**src/rtl/htlfc_pkg.sv**
```systemverilog
package htlfc_pkg;

  localparam int unsigned BYTE_W     = 8;
  localparam int unsigned KIND_W     = 2;
  localparam int unsigned CFG_IDX_W  = 2;

  localparam logic [BYTE_W-1:0] HEAD_RESET = 8'hFE;
  localparam logic [BYTE_W-1:0] TAIL_RESET = 8'hFF;
  localparam logic [BYTE_W-1:0] COUNT_MAX  = 8'hFF;

  // config register indexes
  localparam logic [CFG_IDX_W-1:0] REG_HEAD = 2'd0;
  localparam logic [CFG_IDX_W-1:0] REG_TAIL = 2'd1;

  typedef enum logic [KIND_W-1:0] {
    KIND_PAYLOAD = 2'd0,
    KIND_GOOD    = 2'd1,
    KIND_BAD     = 2'd2,
    KIND_ABORT   = 2'd3
  } kind_t;

  typedef struct packed {
    logic              valid;
    kind_t             kind;
    logic [BYTE_W-1:0] payload_byte;
    logic [BYTE_W-1:0] payload_count;
    logic [BYTE_W-1:0] declared_length;
  } res_t;

  typedef struct packed {
    logic in_frame;
  } stat_t;

endpackage

```
**src/rtl/htlfc_if.sv**
```systemverilog
// Received byte channel.
interface htlfc_byte_if;
  logic       valid;
  logic       ready;
  logic [7:0] rx_byte;

  modport source (output valid, output rx_byte, input ready);
  modport sink   (input valid, input rx_byte, output ready);
endinterface

// Result channel.
interface htlfc_res_if;
  logic       valid;
  logic       ready;
  logic [1:0] kind;
  logic [7:0] payload_byte;
  logic [7:0] payload_count;
  logic [7:0] declared_length;

  modport source (output valid, output kind, output payload_byte, output payload_count,
                  output declared_length, input ready);
  modport sink   (input valid, input kind, input payload_byte, input payload_count,
                  input declared_length, output ready);
endinterface

// Config write channel.
interface htlfc_cfg_if;
  logic       valid;
  logic       ready;
  logic [1:0] index;
  logic [7:0] data;

  modport source (output valid, output index, output data, input ready);
  modport sink   (input valid, input index, input data, output ready);
endinterface

```
**src/rtl/htlfc_core.sv**
```systemverilog
module htlfc_core (
  input  logic                      clk,
  input  logic                      rst,
  input  logic                      step,
  input  logic [7:0]                rx_byte,
  input  logic [7:0]                head_value,
  input  logic [7:0]                tail_value,
  output htlfc_pkg::res_t           res,
  output htlfc_pkg::stat_t          stat
);
  import htlfc_pkg::*;

  logic              in_frame, in_frame_next;
  logic              length_seen, length_seen_next;
  logic [BYTE_W-1:0] length_byte, length_byte_next;
  logic [BYTE_W-1:0] byte_count, byte_count_next;
  logic              good;

  assign good = length_seen && (byte_count != '0) && (byte_count == length_byte);

  always_comb begin
    in_frame_next       = in_frame;
    length_seen_next    = length_seen;
    length_byte_next    = length_byte;
    byte_count_next     = byte_count;
    res.valid           = 1'b0;
    res.kind            = KIND_PAYLOAD;
    res.payload_byte    = '0;
    res.payload_count   = byte_count;
    res.declared_length = length_byte;

    if (!in_frame) begin
      if (rx_byte == head_value) begin
        in_frame_next    = 1'b1;
        length_seen_next = 1'b0;
        length_byte_next = '0;
        byte_count_next  = '0;
      end
    end else if (rx_byte == head_value) begin
      // abort reports the old frame, then restarts
      res.valid        = 1'b1;
      res.kind         = KIND_ABORT;
      length_seen_next = 1'b0;
      length_byte_next = '0;
      byte_count_next  = '0;
    end else if (rx_byte == tail_value) begin
      res.valid        = 1'b1;
      res.kind         = good ? KIND_GOOD : KIND_BAD;
      in_frame_next    = 1'b0;
      length_seen_next = 1'b0;
      length_byte_next = '0;
      byte_count_next  = '0;
    end else if (!length_seen) begin
      length_seen_next = 1'b1;
      length_byte_next = rx_byte;
    end else begin
      if (byte_count != COUNT_MAX) begin
        byte_count_next = byte_count + 8'd1;
      end
      res.valid         = 1'b1;
      res.kind          = KIND_PAYLOAD;
      res.payload_byte  = rx_byte;
      res.payload_count = byte_count_next;
    end
  end

  always_ff @(posedge clk) begin
    if (rst) begin
      in_frame    <= 1'b0;
      length_seen <= 1'b0;
      length_byte <= '0;
      byte_count  <= '0;
    end else if (step) begin
      in_frame    <= in_frame_next;
      length_seen <= length_seen_next;
      length_byte <= length_byte_next;
      byte_count  <= byte_count_next;
    end
  end

  assign stat.in_frame = in_frame;

endmodule

```
**src/rtl/head_tail_length_frame_checker_unit.sv**
```systemverilog
// Head/tail/length frame checker.
// rx    : one raw received byte per beat (valid/ready).
// res   : zero or one result beat per received byte: kind (payload, good,
//         bad, abort), the payload byte, the running payload count
//         (saturating at 255) and the frame's length byte.
// cfg   : register writes, index 0 = head byte value, index 1 = tail byte
//         value; always ready. Write only while the block is idle.
// Frames are head, length, payload..., tail. Bytes outside a frame are
// dropped. A tail closes the frame: good when the count is nonzero and
// equals the length byte. A head inside a frame reports an abort and
// restarts the frame.
// A byte taken into the input register gives its result in the result register
// once the core steps it. Throughput: one byte per cycle while res.ready stays
// high, set by the state update between the input register and the result
// register.
// Reset clears the frame state, empties both registers and loads head = 0xFE,
// tail = 0xFF. When the receiver stalls, the result is held and the input
// register keeps one more byte; rx.ready then drops until res is taken.
module head_tail_length_frame_checker_unit (
  input logic         clk,
  input logic         rst,
  htlfc_byte_if.sink  rx,
  htlfc_res_if.source res,
  htlfc_cfg_if.sink   cfg
);
  import htlfc_pkg::*;

  logic [BYTE_W-1:0] head_value;
  logic [BYTE_W-1:0] tail_value;

  // input register
  logic              in_valid;
  logic [BYTE_W-1:0] in_byte;

  // result register
  logic              out_valid;
  kind_t             out_kind;
  logic [BYTE_W-1:0] out_payload_byte;
  logic [BYTE_W-1:0] out_payload_count;
  logic [BYTE_W-1:0] out_declared_length;

  logic    advance;
  logic    step;
  res_t    core_res;
  stat_t   core_stat;

  // result slot is free or being drained this cycle
  assign advance  = !out_valid || res.ready;
  assign step     = in_valid && advance;
  assign rx.ready = !in_valid || advance;
  assign cfg.ready = 1'b1;

  always_ff @(posedge clk) begin
    if (rst) begin
      head_value <= HEAD_RESET;
      tail_value <= TAIL_RESET;
    end else if (cfg.valid) begin
      case (cfg.index)
        REG_HEAD: head_value <= cfg.data;
        REG_TAIL: tail_value <= cfg.data;
        default: ;
      endcase
    end
  end

  always_ff @(posedge clk) begin
    if (rst) begin
      in_valid <= 1'b0;
    end else if (rx.ready) begin
      in_valid <= rx.valid;
    end
  end

  always_ff @(posedge clk) begin
    if (rx.valid && rx.ready) begin
      in_byte <= rx.rx_byte;
    end
  end

  htlfc_core u_core (
    .clk        (clk),
    .rst        (rst),
    .step       (step),
    .rx_byte    (in_byte),
    .head_value (head_value),
    .tail_value (tail_value),
    .res        (core_res),
    .stat       (core_stat)
  );

  always_ff @(posedge clk) begin
    if (rst) begin
      out_valid <= 1'b0;
    end else if (advance) begin
      out_valid <= in_valid && core_res.valid;
    end
  end

  always_ff @(posedge clk) begin
    if (advance) begin
      out_kind            <= core_res.kind;
      out_payload_byte    <= core_res.payload_byte;
      out_payload_count   <= core_res.payload_count;
      out_declared_length <= core_res.declared_length;
    end
  end

  assign res.valid           = out_valid;
  assign res.kind            = out_kind;
  assign res.payload_byte    = out_payload_byte;
  assign res.payload_count   = out_payload_count;
  assign res.declared_length = out_declared_length;

  // a result is only ever produced from inside an open frame
  a_res_in_frame: assert property (@(posedge clk) disable iff (rst)
    core_res.valid |-> core_stat.in_frame)
    else $error("result outside frame");

  // a tail result closes the frame
  a_tail_closes: assert property (@(posedge clk) disable iff (rst)
    (step && core_res.valid && (core_res.kind == KIND_GOOD || core_res.kind == KIND_BAD))
    |=> !core_stat.in_frame)
    else $error("frame still open after tail");

  // good frames have a nonzero count matching the length byte
  a_good_match: assert property (@(posedge clk) disable iff (rst)
    (out_valid && out_kind == KIND_GOOD)
    |-> (out_payload_count == out_declared_length && out_payload_count != '0))
    else $error("good frame with mismatched count");

  // payload byte is zero on frame status results
  a_status_zero: assert property (@(posedge clk) disable iff (rst)
    (out_valid && out_kind != KIND_PAYLOAD) |-> (out_payload_byte == '0))
    else $error("nonzero payload byte on status result");

endmodule

```
**src/flat_wrapper.sv**
```systemverilog
// flat-port wrapper written by rule: the top's interface ports become plain ports
module head_tail_length_frame_checker_unit_flat import htlfc_pkg::*;
  (clk, rst, rx_valid, rx_rx_byte, rx_ready, res_valid, res_kind, res_payload_byte, res_payload_count, res_declared_length, res_ready, cfg_valid, cfg_index, cfg_data, cfg_ready);
  htlfc_byte_if rx_i ();
  htlfc_res_if res_i ();
  htlfc_cfg_if cfg_i ();
  input logic clk;
  input logic rst;
  input wire logic [$bits(rx_i.valid)-1:0] rx_valid;
  input wire logic [$bits(rx_i.rx_byte)-1:0] rx_rx_byte;
  output wire logic [$bits(rx_i.ready)-1:0] rx_ready;
  output wire logic [$bits(res_i.valid)-1:0] res_valid;
  output wire logic [$bits(res_i.kind)-1:0] res_kind;
  output wire logic [$bits(res_i.payload_byte)-1:0] res_payload_byte;
  output wire logic [$bits(res_i.payload_count)-1:0] res_payload_count;
  output wire logic [$bits(res_i.declared_length)-1:0] res_declared_length;
  input wire logic [$bits(res_i.ready)-1:0] res_ready;
  input wire logic [$bits(cfg_i.valid)-1:0] cfg_valid;
  input wire logic [$bits(cfg_i.index)-1:0] cfg_index;
  input wire logic [$bits(cfg_i.data)-1:0] cfg_data;
  output wire logic [$bits(cfg_i.ready)-1:0] cfg_ready;
  assign rx_i.valid = rx_valid;
  assign rx_i.rx_byte = rx_rx_byte;
  assign rx_ready = rx_i.ready;
  assign res_valid = res_i.valid;
  assign res_kind = res_i.kind;
  assign res_payload_byte = res_i.payload_byte;
  assign res_payload_count = res_i.payload_count;
  assign res_declared_length = res_i.declared_length;
  assign res_i.ready = res_ready;
  assign cfg_i.valid = cfg_valid;
  assign cfg_i.index = cfg_index;
  assign cfg_i.data = cfg_data;
  assign cfg_ready = cfg_i.ready;
  head_tail_length_frame_checker_unit u_core (.clk(clk), .rst(rst), .rx(rx_i), .res(res_i), .cfg(cfg_i));
endmodule
```
**config.mk**
```make
export PLATFORM = sky130hd
export DESIGN_NAME = head_tail_length_frame_checker_unit_flat
export DESIGN_NICKNAME = d
export VERILOG_FILES = /design/src/rtl/htlfc_pkg.sv /design/src/rtl/htlfc_if.sv /design/src/rtl/htlfc_core.sv /design/src/rtl/head_tail_length_frame_checker_unit.sv /design/src/flat_wrapper.sv
export SDC_FILE = /design/constraint.sdc
export NUM_CORES = 1
export LEC_CHECK = 0
export BUFFER_PORTS_ARGS = -buffer_cell sky130_fd_sc_hd__buf_2
export CORE_ASPECT_RATIO = 2
export CORE_MARGIN = 1.5
export CORE_UTILIZATION = 56
export DETAILED_ROUTE_END_ITERATION = 10
export GPL_TIMING_DRIVEN = 0
export HOLD_SLACK_MARGIN = 0.12
export PLACE_DENSITY = 0.79
export RECOVER_POWER = 25
export SLEW_MARGIN = 20
export SYNTH_ARGS = -nofsm -noshare
export SYNTH_HDL_FRONTEND = slang
export SYNTH_HIERARCHICAL = 1
export SYNTH_SLANG_ARGS = --single-unit
```
**constraint.sdc**
```tcl
create_clock -name clk -period 3.81 [get_ports clk]
set_clock_uncertainty 0.15 [all_clocks]
set_input_delay 1.143 -clock clk [delete_from_list [all_inputs] [get_ports clk]]
set_output_delay 1.143 -clock clk [all_outputs]
set_load 0.01 [all_outputs]
```
======== After elaboration in Yosys (flattened, before gate mapping) ========
Index checks and enable logic that the tools add are counted.
operators by class
  add/subtract/negate cells ............... 1
  eq/ne operators ......................... 6
  mux-type cells .......................... 24
  bitwise operators ....................... 2
  reductions and logical operators ........ 19
operators by type and width
  cell                   number
  $mux W8                10
  $mux W19               2
  $mux W16               2
  $eq A8 B8 Y1           3
  $add A8 B1 Y8 const B  1
  $ne A8 B8 Y1 const B   1
  $reduce_bool A8 Y1     1
  $mux W1                7
  $mux W3                2
  $reduce_and A2 Y1      3
  $reduce_and A3 Y1      2
  $logic_and A1 B1 Y1    5
  $reduce_or A4 Y1       1
  $ne A3 B1 Y1 const B   1
  $reduce_bool A3 Y1     1
  $eq A2 B1 Y1 const B   1
  $logic_not A1 Y1       2
  $logic_not A2 Y1       1
  $logic_or A1 B1 Y1     2
  $mux W2                1
  $not A1 Y1             2
  $reduce_bool A2 Y1     1
storage, ports and cells
  register bits after elaboration ......... 70
  input port bits ......................... 23
  output and inout port bits .............. 29
  logic and storage cells ................. 65

======== Depth between registers and ports, before layout ========
Gate-level depths: netlist (run 1).
  word-level depth ........................ 8
  depth in mapped cells ................... 8
  depth with buffers taken out ............ 6

======== Hierarchy ========
The synthesis (run 1) kept the hierarchy.
modules (own cells, without submodules)
  module                               times used  cells each  area an instance (µm²)  sequential area each (µm²)
  head_tail_length_frame_checker_unit  1           110         1764.2                  1381.3
  htlfc_core                           1           174         1457.6                  360.3

======== Least setup slack after synthesis (run 1) ========
OpenSTA, ideal clock, no wires.
  path kind ............................... in2reg
  from .................................... in res_ready
  to ...................................... reg u_core.u_core.byte_count[3]
  library setup time ...................... 82 ps
  arrival ................................. 2876 ps
  data required time ...................... 3578 ps
  setup slack ............................. 702 ps
  cell stages on the path ................. 7
  buffers on the path ..................... 1
  path through ............................ nand2b_1 and2_1 buf_2 nand3_1 nor4_4 nand4_1 o221ai_1
on the way
  word-level cells in the longest chain between the ends .. 3
RTL lines
  item                                line                                       source
  from (decl)                         flat_wrapper.sv:17                         input wire logic [$bits(res_i.ready)-1:0] res_ready;
  $logic_or A1 B1 Y1                  head_tail_length_frame_checker_unit.sv:48  assign advance = !out_valid || res.ready;
  $logic_and A1 B1 Y1                 head_tail_length_frame_checker_unit.sv:49  assign step = in_valid && advance;
  via u_core.step                     head_tail_length_frame_checker_unit.sv:43  logic step;
  $reduce_and A3 Y1 (no source line)  --
  to (signal assigned)                htlfc_core.sv:77                           byte_count <= byte_count_next;
  to (decl)                           htlfc_core.sv:16                           logic [BYTE_W-1:0] byte_count, byte_count_next;
The timed path passes the listed nets, and every way through them passes these cells.
A chain may end at the register's enable or synchronous reset.

======== Worst setup path in the final report (run 1) ========
  from .................................... in res_ready
  to ...................................... reg u_core.u_core.byte_count[7]
on the way
  word-level cells in the longest chain between the ends .. 3
RTL lines
  item                                line                                       source
  $logic_or A1 B1 Y1                  head_tail_length_frame_checker_unit.sv:48
  via u_core.advance                  head_tail_length_frame_checker_unit.sv:42  logic advance;
  $logic_and A1 B1 Y1                 head_tail_length_frame_checker_unit.sv:49
  via u_core.step                     head_tail_length_frame_checker_unit.sv:43
  $reduce_and A3 Y1 (no source line)  --
The timed path passes the listed nets, and every way through them passes these cells.

==> results of run 1 <==
## state kept, by name, summed over array words and instances (netlist names), 8 cells and up
| name | flops |
|---|---|
| u_core/res.declared_length | 8 |
| u_core/tail_value | 8 |
| u_core/head_value | 8 |
| u_core/res.payload_byte | 8 |
| u_core/u_core/length_byte | 8 |
| u_core/in_byte | 8 |
| u_core/u_core/byte_count | 8 |
| u_core/res.payload_count | 8 |
## worst reg2reg max path, delay by kind of cell (launching register included)
family / cells / cell delay [ps]
buffers and inverters: 1 / 190
AO/OA/AOI/OAI: 2 / 270
flip-flops: 1 / 340
AND/OR/NAND/NOR: 4 / 1310
## layout make-up
class | instances | share of cell area
clock buffer | 10 | 0.0342
clock inverter | 6 | 0.0231
sequential | 70 | 0.466
timing repair buffer | 49 | 0.0650
buffer | 18 | 0.0311
inverter | 9 | 0.00904
tap | 60 | 0.0201
multi-input combinational | 187 | 0.351
## cell usage after synthesis, types with 2 or more instances
| cell | n |
|---|---|
| a31oi_1 | 3 |
| nor2_1 | 28 |
| and3_1 | 5 |
| and2_1 | 11 |
| o21ai_1 | 3 |
| ha_1 | 2 |
| o221ai_1 | 3 |
| nor3b_2 | 2 |
| nand3_1 | 9 |
| nand2_1 | 13 |
| nor4_1 | 2 |
| nand4_2 | 4 |
| nand3b_1 | 4 |
| a211o_1 | 2 |
| o211ai_1 | 2 |
| buf_6 | 5 |
| inv_1 | 9 |
| nand2b_1 | 4 |
| xor2_1 | 2 |
| buf_4 | 6 |
| nand4_1 | 5 |
| mux2i_1 | 17 |
| dfxtp_1 | 36 |
| edfxtp_1 | 34 |
| buf_2 | 3 |
| nor2b_1 | 2 |
| xnor2_1 | 25 |
| nor2_4 | 2 |
| clkbuf_1 | 4 |
| a21oi_1 | 12 |
| o21ai_0 | 4 |
| a22o_1 | 8 |
## cells by family (layout without fill, tap and decap cells)
group | Yosys count | count (layout) | synth area share
AO/OA/AOI/OAI | 43 | 43 | 0.0928
XOR/XNOR | 27 | 27 | 0.0734
adder cells (fa/ha/maj) | 2 | 2 | 0.00777
buffers and inverters | 27 | 92 | 0.0513
flip-flops | 70 | 70 | 0.541
multiplexers | 17 | 17 | 0.0528
other | 1 | 1 | 0.00116
AND/OR/NAND/NOR | 97 | 97 | 0.180
## metrics by stage
stage	setup WS [ps]	hold WS, ps	cells
2_1_floorplan	702	294	284
3_3_place_gp	193	313	393
3_5_place_dp	551	310	393
4_1_cts	909	320	409
5_1_grt	742	347	409
6_report	890	321	409
## how the worst max path moves through the flow
stage	to	slack (ps)	startpoint	cells after the start
floorplan	u_core/u_core/byte_count[3]	700	res_ready	7
global placement	u_core/u_core/byte_count[7]	190	res_ready	8
detailed placement	u_core/u_core/byte_count[7]	550	res_ready	8
CTS	u_core/u_core/byte_count[7]	910	res_ready	8
global route	u_core/u_core/byte_count[7]	740	res_ready	8
finish	u_core/u_core/byte_count[7]	890	res_ready	8
## layer usage
layer | global-route usage | up-vias | wire length [µm]
met2 | 0.416 | 70 | 3620
met3 | 0.0537 | 20 | 222
li1 | - | 1123 | -
met4 | 0.168 | 0 | 308
met5 | 0 | - | 0
met1 | 0.191 | 1097 | 2220
## power by group through the flow
stage	Clock [mW]	Combinational, mW	Sequential (mW)
finish	0.635	0.0695	0.808
global route	0.686	0.0757	0.808
CTS	0.649	0.0717	0.808
detailed placement	0	0.0715	0.825
global placement	0	0.0698	0.824
floorplan	0	0.0508	0.820
==> summary.md, run 1 <==
| Metric | Value |
|---|---|
| Run status | `completed` |
| CTS resizes | `0` |
| CP cell instances | `buf_2, nand2b_2, and2_1, buf_2, nand3_1, nor4_4, a21oi_1, a21oi_1` |
| CTS root buffer | `clkbuf_8` |
| Area after DPL | `3540 µm²` |
| H-Tree Depth | `3` |
| Final Hold Viols | `0` |
| EDFF count, synth | `34` |
| Largest net degree at the start of global routing | `29` |
| Combinational Power Share | `0.046` |
| Reg area | `1740 µm²` |
| VDD IR-drop max | `348 µV` |
| Initial DRC Count | `101` |
| Vias in the first global route | `2280` |
| Register area share after synthesis | `0.541` |
| Core footprint | `5470 µm²` |
| Post-Syn Area | `3220 µm²` |
| Reg2Reg Setup Slack | `1490 ps` |
| CTS tree | `built` |
| Largest cells by area after synthesis | `edfxtp_1 (32%), dfxtp_1 (22%), xnor2_1 (6.8%)` |
| Via-per-instance ratio | `5.65` |
| Worst-path fanout max | `28` |
| Fill cells | `403` |
| Setup Buffers After CTS | `0` |
| TritonCTS buffer count | `9` |
| WHS Endpoint | `u_core/res.valid` |
| CP Class | `primary input to register` |
| Die width | `56.6 µm` |
| Placer's final routability congestion estimate | `0.818` |
| Max Clock Freq | `0.343 GHz` |
| Yosys cell types | `45` |
| Buf/Inv on CP | `2` |
| Antenna-violating nets left | `0` |
| Yosys reg bits | `70` |
| Hold crit path type | `register to register` |
| Power Total | `1.51 mW` |
| Most used DFF post-synth | `dfxtp_1` |
| Die height | `110 µm` |
| Die area | `6250 µm²` |
| Ys async rst share | `0` |
| Footprint of the multi-input gates | `1310 µm²` |
| Synth warn | `6` |
| First-pass GRT wire length | `10100 µm` |
| Worst flop-to-flop path startpoint | `u_core/res.valid` |
| R2R cell count | `7` |
| Syn_area_per_cell | `11.3 µm²` |
| Synth top area share | `0.317` |
| Via count | `2310` |
| Cell internal pwr | `1.20 mW` |
| Max stage delay on crit path | `530 ps` |
| Ant diodes | `0` |
| Antenna violations before repair | `0` |
| Post-layout util | `0.683` |
| Global-route usage over all layers | `0.220` |
| Mapped Nets | `309` |
| Row count | `38` |
| Max cap viols | `0` |
| Number of port buffers | `49` |
| Worst Path Required | `3940 ps` |
| Final WL | `6370 µm` |
| Remaining DRCs | `0` |
| First-pass iteration count of the detailed router | `4` |
| Most frequent cells in the layout | `buf_2 (50), dfxtp_1 (36), edfxtp_1 (34)` |
| Worst-Skew Late Latency | `350 ps` |
| Final Slew Violations | `0` |
| Total gr overflow | `0` |
| # IOs | `52` |
| Worst-case clock buffer depth | `2` |
| Setup violators final | `0` |
| Layout net count | `369` |
| P_leak | `1.57 nW` |
| Hold_sp | `u_core/in_valid` |
| RSZ-0062 raised after global routing | `false` |
| DR WL/cell | `15.6 µm` |
| Post-layout min period | `2920 ps` |
| Sw frac | `0.209` |
| Hold path cells | `2` |
| Syn-to-layout area delta | `16.0%` |
| Post-Syn Instances | `284` |
| Final period utilization | `0.766` |
| CP max-delay cell | `nand2b_2` |
| Reg-to-Reg End | `u_core/u_core/byte_count[7]` |
| Area leader, netlist | `edfxtp_1` |
| Flop pwr share | `0.534` |
| Tightest Pin Transition | `660 ps` |
| Commonest non-fill, non-tap cell in the layout | `buf_2` |
| Max-slew headroom | `0.560` |
| Initial Util | `0.589` |
| Hold_buf cts | `0` |
| Layout cells sized above 1 | `0.249` |
| Startpoint types | `primary input` |
| Part of the power in the clock network | `0.420` |
| CP delay by family, top | `simple AND/OR/NAND/NOR gates` |
| Clock Pin Slew Worst Setup and Hold Paths | `70 ps` |
| Hpwl dp | `4760 µm` |
| WP data arrival | `3050 ps` |
| PD cells | `405 nW/µm²` |
| Psw | `0.316 mW` |
| Setup crit end kind | `register` |
| Final TNS setup | `0 ps` |
| CTS Sinks | `70` |
| Finished Cell Area | `3740 µm²` |
No activity file was read; power rests on OpenSTA's default activity.
==> run 2, diff against run 1 <==
--- a/config.mk
+++ b/config.mk
@@ -5,14 +5,15 @@
 export SDC_FILE = /design/constraint.sdc
 export NUM_CORES = 1
 export LEC_CHECK = 0
+export ABC_AREA = 1
 export BUFFER_PORTS_ARGS = -buffer_cell sky130_fd_sc_hd__buf_2
 export CORE_ASPECT_RATIO = 2
 export CORE_MARGIN = 1.5
-export CORE_UTILIZATION = 56
+export CORE_UTILIZATION = 57
 export DETAILED_ROUTE_END_ITERATION = 10
 export GPL_TIMING_DRIVEN = 0
 export HOLD_SLACK_MARGIN = 0.12
-export PLACE_DENSITY = 0.79
+export PLACE_DENSITY = 0.8
 export RECOVER_POWER = 25
 export SLEW_MARGIN = 20
 export SYNTH_ARGS = -nofsm -noshare
==> constraint.sdc (replaced) <==
create_clock -name clk -period 3 [get_ports clk]
set_clock_uncertainty 0.15 [all_clocks]
set_input_delay 0.9 -clock clk [delete_from_list [all_inputs] [get_ports clk]]
set_output_delay 0.9 -clock clk [all_outputs]
set_load 0.01 [all_outputs]
==> run 2 against run 1 <==
Worst hold slack improved by 3.2 ps. Power grew 45%. Wire length increased by 19%. Critical path depth is 4 lower. The flow now finishes with violations (DRC). Utilization decreased by 0.39 points. Clock power increased by 65%. Count of clock-buffer cells in the layout stayed put. Cell count up 33%. Area after synthesis increased by 7.9%. Die area up 5.7%. Via count increased by 26%. Largest cell class unchanged. Highest routed layer unchanged. Register-to-register slack worse by 530 ps.
==> summary.md, run 2 <==
| Metric | Value |
|---|---|
| Run status | `finished, violations left` |
| Failing checks | `DRC` |
| H-Tree Depth | `3 (unchanged)` |
| First-pass iteration count of the detailed router | `8 (+4)` |
| Layout net count | `503 (+36%)` |
| DR WL/cell | `13.9 µm (-11%)` |
| Final Instance Count excl. Fillers | `546 (+33%)` |
| CP delay by family, top | `simple AND/OR/NAND/NOR gates` |
| # IOs | `52 (unchanged)` |
| CTS Sinks | `70 (unchanged)` |
| Via-per-instance ratio | `5.35 (-5.3%)` |
| Core footprint | `5960 µm² (+8.9%)` |
| EDFF count, synth | `34 (unchanged)` |
| Die height | `113 µm (+2.9%)` |
| Max stage delay on crit path | `170 ps (-360 ps)` |
| Worst-path fanout max | `3 (-89%)` |
| Setup violators final | `0 (unchanged)` |
| Hold_sp | `u_core/in_valid` |
| Remaining DRCs | `3 (+3)` |
| Final Slew Violations | `0 (unchanged)` |
| CP Class | `primary input to primary output` |
| Hold_buf cts | `0 (unchanged)` |
| Setup crit start | `res_ready` |
| Worst flop-to-flop path startpoint | `u_core/in_byte[5]` |
| Hold path cells | `2 (unchanged)` |
| Post-Syn Area | `3480 µm² (+7.9%)` |
| PD cells | `540 nW/µm² (+33%)` |
| Post-Syn Instances | `419 (+48%)` |
| R2R cell count | `11 (+4)` |
| Commonest non-fill, non-tap cell in the layout | `nand2_1` |
| Vias in the first global route | `2805 (+23%)` |
| Antenna-violating nets left | `0 (unchanged)` |
| Buf/Inv on CP | `2 (unchanged)` |
| Reg2Reg Setup Slack | `960 ps (-530 ps)` |
| Global-route usage over all layers | `0.255 (+0.0351)` |
| Initial Util | `0.584 (-0.00563)` |
| Synth top area share | `0.294 (-0.0232)` |
| Most frequent cells in the layout | `nand2_1 (109), buf_2 (50), nor2_1 (50)` |
| Most used DFF post-synth | `dfxtp_1` |
| Die width | `58.2 µm (+2.8%)` |
| Max cap viols | `0 (unchanged)` |
| Final WL | `7580 µm (+19%)` |
| Max-slew headroom | `0.326 (-0.234)` |
| Placer's final routability congestion estimate | `0.917 (+12%)` |
| Yosys reg bits | `70 (unchanged)` |
| Startpoint types | `primary input` |
| Final Hold Viols | `0 (unchanged)` |
| CTS tree | `built` |
| Yosys cell types | `31 (-31%)` |
| Hpwl dp | `5730 µm (+20%)` |
| Area leader, netlist | `edfxtp_1` |
| Commonest cells in the netlist | `nand2_1 (108), nor2_1 (48), nand3_1 (39)` |
| Synth warn | `6 (unchanged)` |
| Ant diodes | `0 (unchanged)` |
| Post-layout min period | `2480 ps` |
| Mapped Nets | `444 (+44%)` |
| Most common cell type on the critical path | `buf_2` |
| Clock Pin Slew Worst Setup and Hold Paths | `50 ps (-20 ps)` |
| Row count | `40 (+5.3%)` |
| WP data arrival | `1430 ps (-1620 ps)` |
| P_leak | `2.03 nW (+29%)` |
| CTS root buffer | `clkbuf_16` |
| Final TNS setup | `0 ps (unchanged)` |
| RSZ-0062 raised after global routing | `false` |
| Worst-case clock buffer depth | `2 (unchanged)` |
| Max Clock Freq | `0.403 GHz` |
| Setup crit end kind | `primary output` |
| Final period utilization | `0.826` |
| Syn_area_per_cell | `8.30 µm² (-27%)` |
| Tightest Pin Transition | `1010 ps (+350 ps)` |
| Antenna violations before repair | `0 (unchanged)` |
| Largest net degree at the start of global routing | `28 (-3.4%)` |
| Die area | `6600 µm² (+5.7%)` |
| Largest cells by area after synthesis | `edfxtp_1 (29%), dfxtp_1 (21%), nand2_1 (12%)` |
| Setup Buffers After CTS | `0 (unchanged)` |
| Number of port buffers | `48 (-2.0%)` |
| Ys async rst share | `0 (unchanged)` |
| Register area share after synthesis | `0.501 (-0.0395)` |
| WHS Endpoint | `u_core/res.valid` |
| Power Total | `2.19 mW (+45%)` |
| VDD IR-drop max | `361 µV (+3.8%)` |
| CP cell instances | `buf_2, nor2_1, nand2_1, buf_2` |
| Top-count cell post-synth | `nand2_1` |
| TritonCTS buffer count | `9 (unchanged)` |
| First-pass GRT wire length | `12500 µm (+24%)` |
| Layout cells sized above 1 | `0.217 (-0.0319)` |
| Dpl cells | `530 (+35%)` |
| Worst Path Required | `1950 ps (-1990 ps)` |
| Syn-to-layout area delta | `16.4%` |
| CP max-delay cell | `nor2_1` |
| Initial DRC Count | `126 (+25%)` |
| CTS resizes | `0 (unchanged)` |
| Reg-to-Reg End | `u_core/res.payload_byte[0]` |
| Worst-Skew Late Latency | `340 ps (about the same)` |
| Via count | `2919 (+26%)` |
| Hold crit path type | `register to register` |
| Total gr overflow | `0 (unchanged)` |
[run 2: changes by cell type after synthesis, sizes merged, moves of 8 or more]
cell	change
nor2	+28
xnor2	-15
nand3	+34
mux2i	-17
and2	-13
nand2	+104
inv	+38
a22o	-8
o21ai	+18
[run 2: area by class of cell]
cell class                      instances  area [µm²]
Buffer                                 15         111
Multi-Input combinational cell        287        1400
Clock buffer                           10         239
Timing Repair Buffer                   48         239
Fill cell                             471        1910
Tap cell                               63        78.8
Sequential cell                        70        1740
Clock inverter                          6        61.3
Inverter                               47         178
[run 2: metal layers]
metal,GRT usage,vias to the layer above,part of all wire
li1,-,1471,-
met4,0.166,0,0.047
met2,0.473,82,0.57
met5,0,-,0
met1,0.230,1344,0.34
met3,0.0680,22,0.043
[run 2: logic make-up after synthesis]
family | count (synthesis) | share of synthesized area
AOI/OAI and AO/OA | 35 | 0.0515
xor gates and xnor gates | 16 | 0.0403
buffers and inverters | 62 | 0.0857
adders and majority gates | 2 | 0.00720
and+or+nand+nor | 233 | 0.313
DFF | 70 | 0.501
other | 1 | 0.00108
[run 2: worst register-to-register path, delay by kind of cell (launching register included)]
kind                   cells  cell delay (ps)
AND/OR/NAND/NOR            8              890
flip-flops                 1              420
buffers and inverters      3              330
[run 2: stage by stage]
| stage | utilization | hold WS, ps | setup slack, ps | cell area [µm²] |
|---|---|---|---|---|
| global route | 0.679 | 347 | 464 | 4050 |
| finish | 0.679 | 324 | 521 | 4050 |
| detailed placement | 0.637 | 316 | 520 | 3790 |
| global placement | 0.637 | 305 | 539 | 3790 |
| CTS | 0.688 | 329 | 519 | 4100 |
| floorplan | - | 280 | 775 | 3480 |
[run 2: worst max path at each step]
stage	endpoint	slack, ps	cells after the start
CTS	rx_ready	520	4
global placement	rx_ready	540	4
global route	rx_ready	460	4
floorplan	rx_ready	770	2
finish	rx_ready	520	4
detailed placement	rx_ready	520	4
[run 2: where the power goes]
part           total, mW  leakage (nW)  switching [mW]  internal, mW
Clock               1.05         0.140           0.391         0.660
Sequential          1.03         0.692          0.0164          1.02
Combinational      0.102          1.20          0.0607        0.0413
Total               2.19          2.03           0.468          1.72
==> run 3, diff against run 2 <==
==> constraint.sdc (replaced) <==
create_clock -name clk -period 2.5 [get_ports clk]
set_clock_uncertainty 0.15 [all_clocks]
set_input_delay 0.75 -clock clk [delete_from_list [all_inputs] [get_ports clk]]
set_output_delay 0.75 -clock clk [all_outputs]
set_load 0.01 [all_outputs]
==> run 3 against run 2 <==
The run still ends with DRC left. Sequential cell count unchanged. Cell count unchanged. Via count increased by 0.21%. Final area is essentially flat. Worst hold slack hardly changed. First-iteration DRC count grew 0.79%. Power is 20% higher. Global-route usage unchanged. Clock power rose by 20%. Die area did not move. Wire length rose by 0.12%. Largest cell class unchanged. Largest power group unchanged.
==> summary.md, run 3 (synthesis gave the netlist of run 2 again) <==
| Metric | Value |
|---|---|
| Run status | `finished, violations left` |
| Failing checks | `DRC` |
| CTS root buffer | `clkbuf_16` |
| Worst-Skew Late Latency | `340 ps (about the same)` |
| Hold crit path type | `register to register` |
| Total gr overflow | `0 (unchanged)` |
| Startpoint types | `primary input` |
| Remaining DRCs | `3 (unchanged)` |
| Layout cells sized above 1 | `0.219 (+0.00207)` |
| Combinational Power Share | `0.047 (about the same)` |
| Commonest non-fill, non-tap cell in the layout | `nand2_1` |
| DR WL/cell | `13.9 µm (+0.12%)` |
| # IOs | `52 (unchanged)` |
| CTS tree | `built` |
| Final WL | `7590 µm (+0.12%)` |
| Post-route setup slack | `321 ps (-200 ps)` |
| PD cells | `648 nW/µm² (+20%)` |
| Part of the power in the clock network | `0.481 (about the same)` |
| Most frequent cells in the layout | `nand2_1 (109), buf_2 (50), nor2_1 (49)` |
| Area after DPL | `3790 µm² (unchanged)` |
| Largest net degree at the start of global routing | `28 (unchanged)` |
| Max-slew headroom | `0.323 (-0.00348)` |
| Power Total | `2.62 mW (+20%)` |
| Fill cells | `471 (unchanged)` |
| CTS Sinks | `70 (unchanged)` |
| Vias in the first global route | `2805 (unchanged)` |
| Flop pwr share | `0.472 (about the same)` |
| Setup crit end kind | `primary output` |
| Tightest Pin Transition | `1010 ps (+5.22 ps)` |
| Number of port buffers | `48 (unchanged)` |
| TritonCTS buffer count | `9 (unchanged)` |
| Via count | `2925 (+0.21%)` |
| Worst-path fanout max | `3 (unchanged)` |
| Worst-case clock buffer depth | `2 (unchanged)` |
| Max Clock Freq | `0.459 GHz` |
| Worst hold margin | `324 ps (+0.00200 ps)` |
| Ant diodes | `0 (unchanged)` |
| Antenna violations before repair | `0 (unchanged)` |
| Initial DRC Count | `127 (+0.79%)` |
| Cell internal pwr | `2.06 mW (+20%)` |
| Final Slew Violations | `0 (unchanged)` |
| Sw frac | `0.214 (about the same)` |
| Post-layout util | `0.680 (about the same)` |
| Hold_buf cts | `0 (unchanged)` |
| Placer's final routability congestion estimate | `0.917 (unchanged)` |
| Worst Path Required | `1600 ps (-350 ps)` |
| Post-layout min period | `2180 ps` |
| P_leak | `2.03 nW (about the same)` |
| Syn-to-layout area delta | `16.5% (about the same)` |
| Global-route usage over all layers | `0.255 (unchanged)` |
| RSZ-0062 raised after global routing | `false` |
| CP Class | `primary input to primary output` |
| Final period utilization | `0.871` |
| Die width | `58.2 µm (unchanged)` |
| Setup violators final | `0 (unchanged)` |
| CTS resizes | `0 (unchanged)` |
| Initial Util | `0.584 (unchanged)` |
| Finished Cell Area | `4050 µm² (about the same)` |
| First-pass iteration count of the detailed router | `8 (unchanged)` |
| Via-per-instance ratio | `5.36 (+0.21%)` |
| Clock Pin Slew Worst Setup and Hold Paths | `50 ps (about the same)` |
| Final Instance Count excl. Fillers | `546 (unchanged)` |
| Final Hold Viols | `0 (unchanged)` |
| Die height | `113 µm (unchanged)` |
| Final TNS setup | `0 ps (unchanged)` |
| Setup Buffers After CTS | `0 (unchanged)` |
| Antenna-violating nets left | `0 (unchanged)` |
| H-Tree Depth | `3 (unchanged)` |
| Row count | `40 (unchanged)` |
| Die area | `6600 µm² (unchanged)` |
| Psw | `0.561 mW (+20%)` |
| First-pass GRT wire length | `12500 µm (unchanged)` |
| Core footprint | `5960 µm² (unchanged)` |
| VDD IR-drop max | `433 µV (+20%)` |
| WP data arrival | `1280 ps (-150 ps)` |
| Dpl cells | `530 (unchanged)` |
| Reg area | `1740 µm² (unchanged)` |
| Layout net count | `503 (unchanged)` |
| Footprint of the multi-input gates | `1400 µm² (+0.18%)` |
| Pre-CTS setup slack | `315 ps (-204 ps)` |
| Hpwl dp | `5730 µm (unchanged)` |
| Max cap viols | `0 (unchanged)` |
run 3: cell counts in the layout (fill, tap and decap cells not counted):
Identical to the previous run, type by type.
run 3: final cells by class:
type | instances | area share
Sequential cell | 70 | 0.430
Multi-Input combinational cell | 287 | 0.346
Clock buffer | 10 | 0.0590
Timing Repair Buffer | 48 | 0.0590
Inverter | 47 | 0.0439
Buffer | 15 | 0.0275
Tap cell | 63 | 0.0195
Clock inverter | 6 | 0.0151
run 3: power by group through the flow:
stage	registers (mW)	clock network, mW	logic (mW)
after detailed placement	1.26	0	0.130
after global routing	1.24	1.32	0.142
after CTS	1.24	1.27	0.131
final	1.24	1.26	0.123
after global placement	1.26	0	0.126
after floorplan	1.26	0	0.0916
run 3: metal layers:
metal  vias to the layer above  track usage  part of all wire  wire [µm]
met5                         -            0                 0          0
met4                         0        0.166             0.048        367
met3                        24       0.0680             0.042        322
met2                        91        0.473              0.57       4340
met1                      1337        0.230              0.34       2550
li1                       1473            -                 -          -
run 3: worst max-delay path, stage by stage:
cell and delay, ps:
buf_2 90, nor2_1 170, nand2_1 110, buf_2 150
run 3: path summary, 6_finish.rpt:
path,startpoint,slack (ps),depth (start not counted),end
max reg2reg,u_core/in_byte[5],440,11,u_core/res.payload_byte[0]
max,res_ready,320,4,rx_ready
min,u_core/in_valid,320,2,u_core/res.valid
min reg2reg,u_core/in_valid,320,2,u_core/res.valid
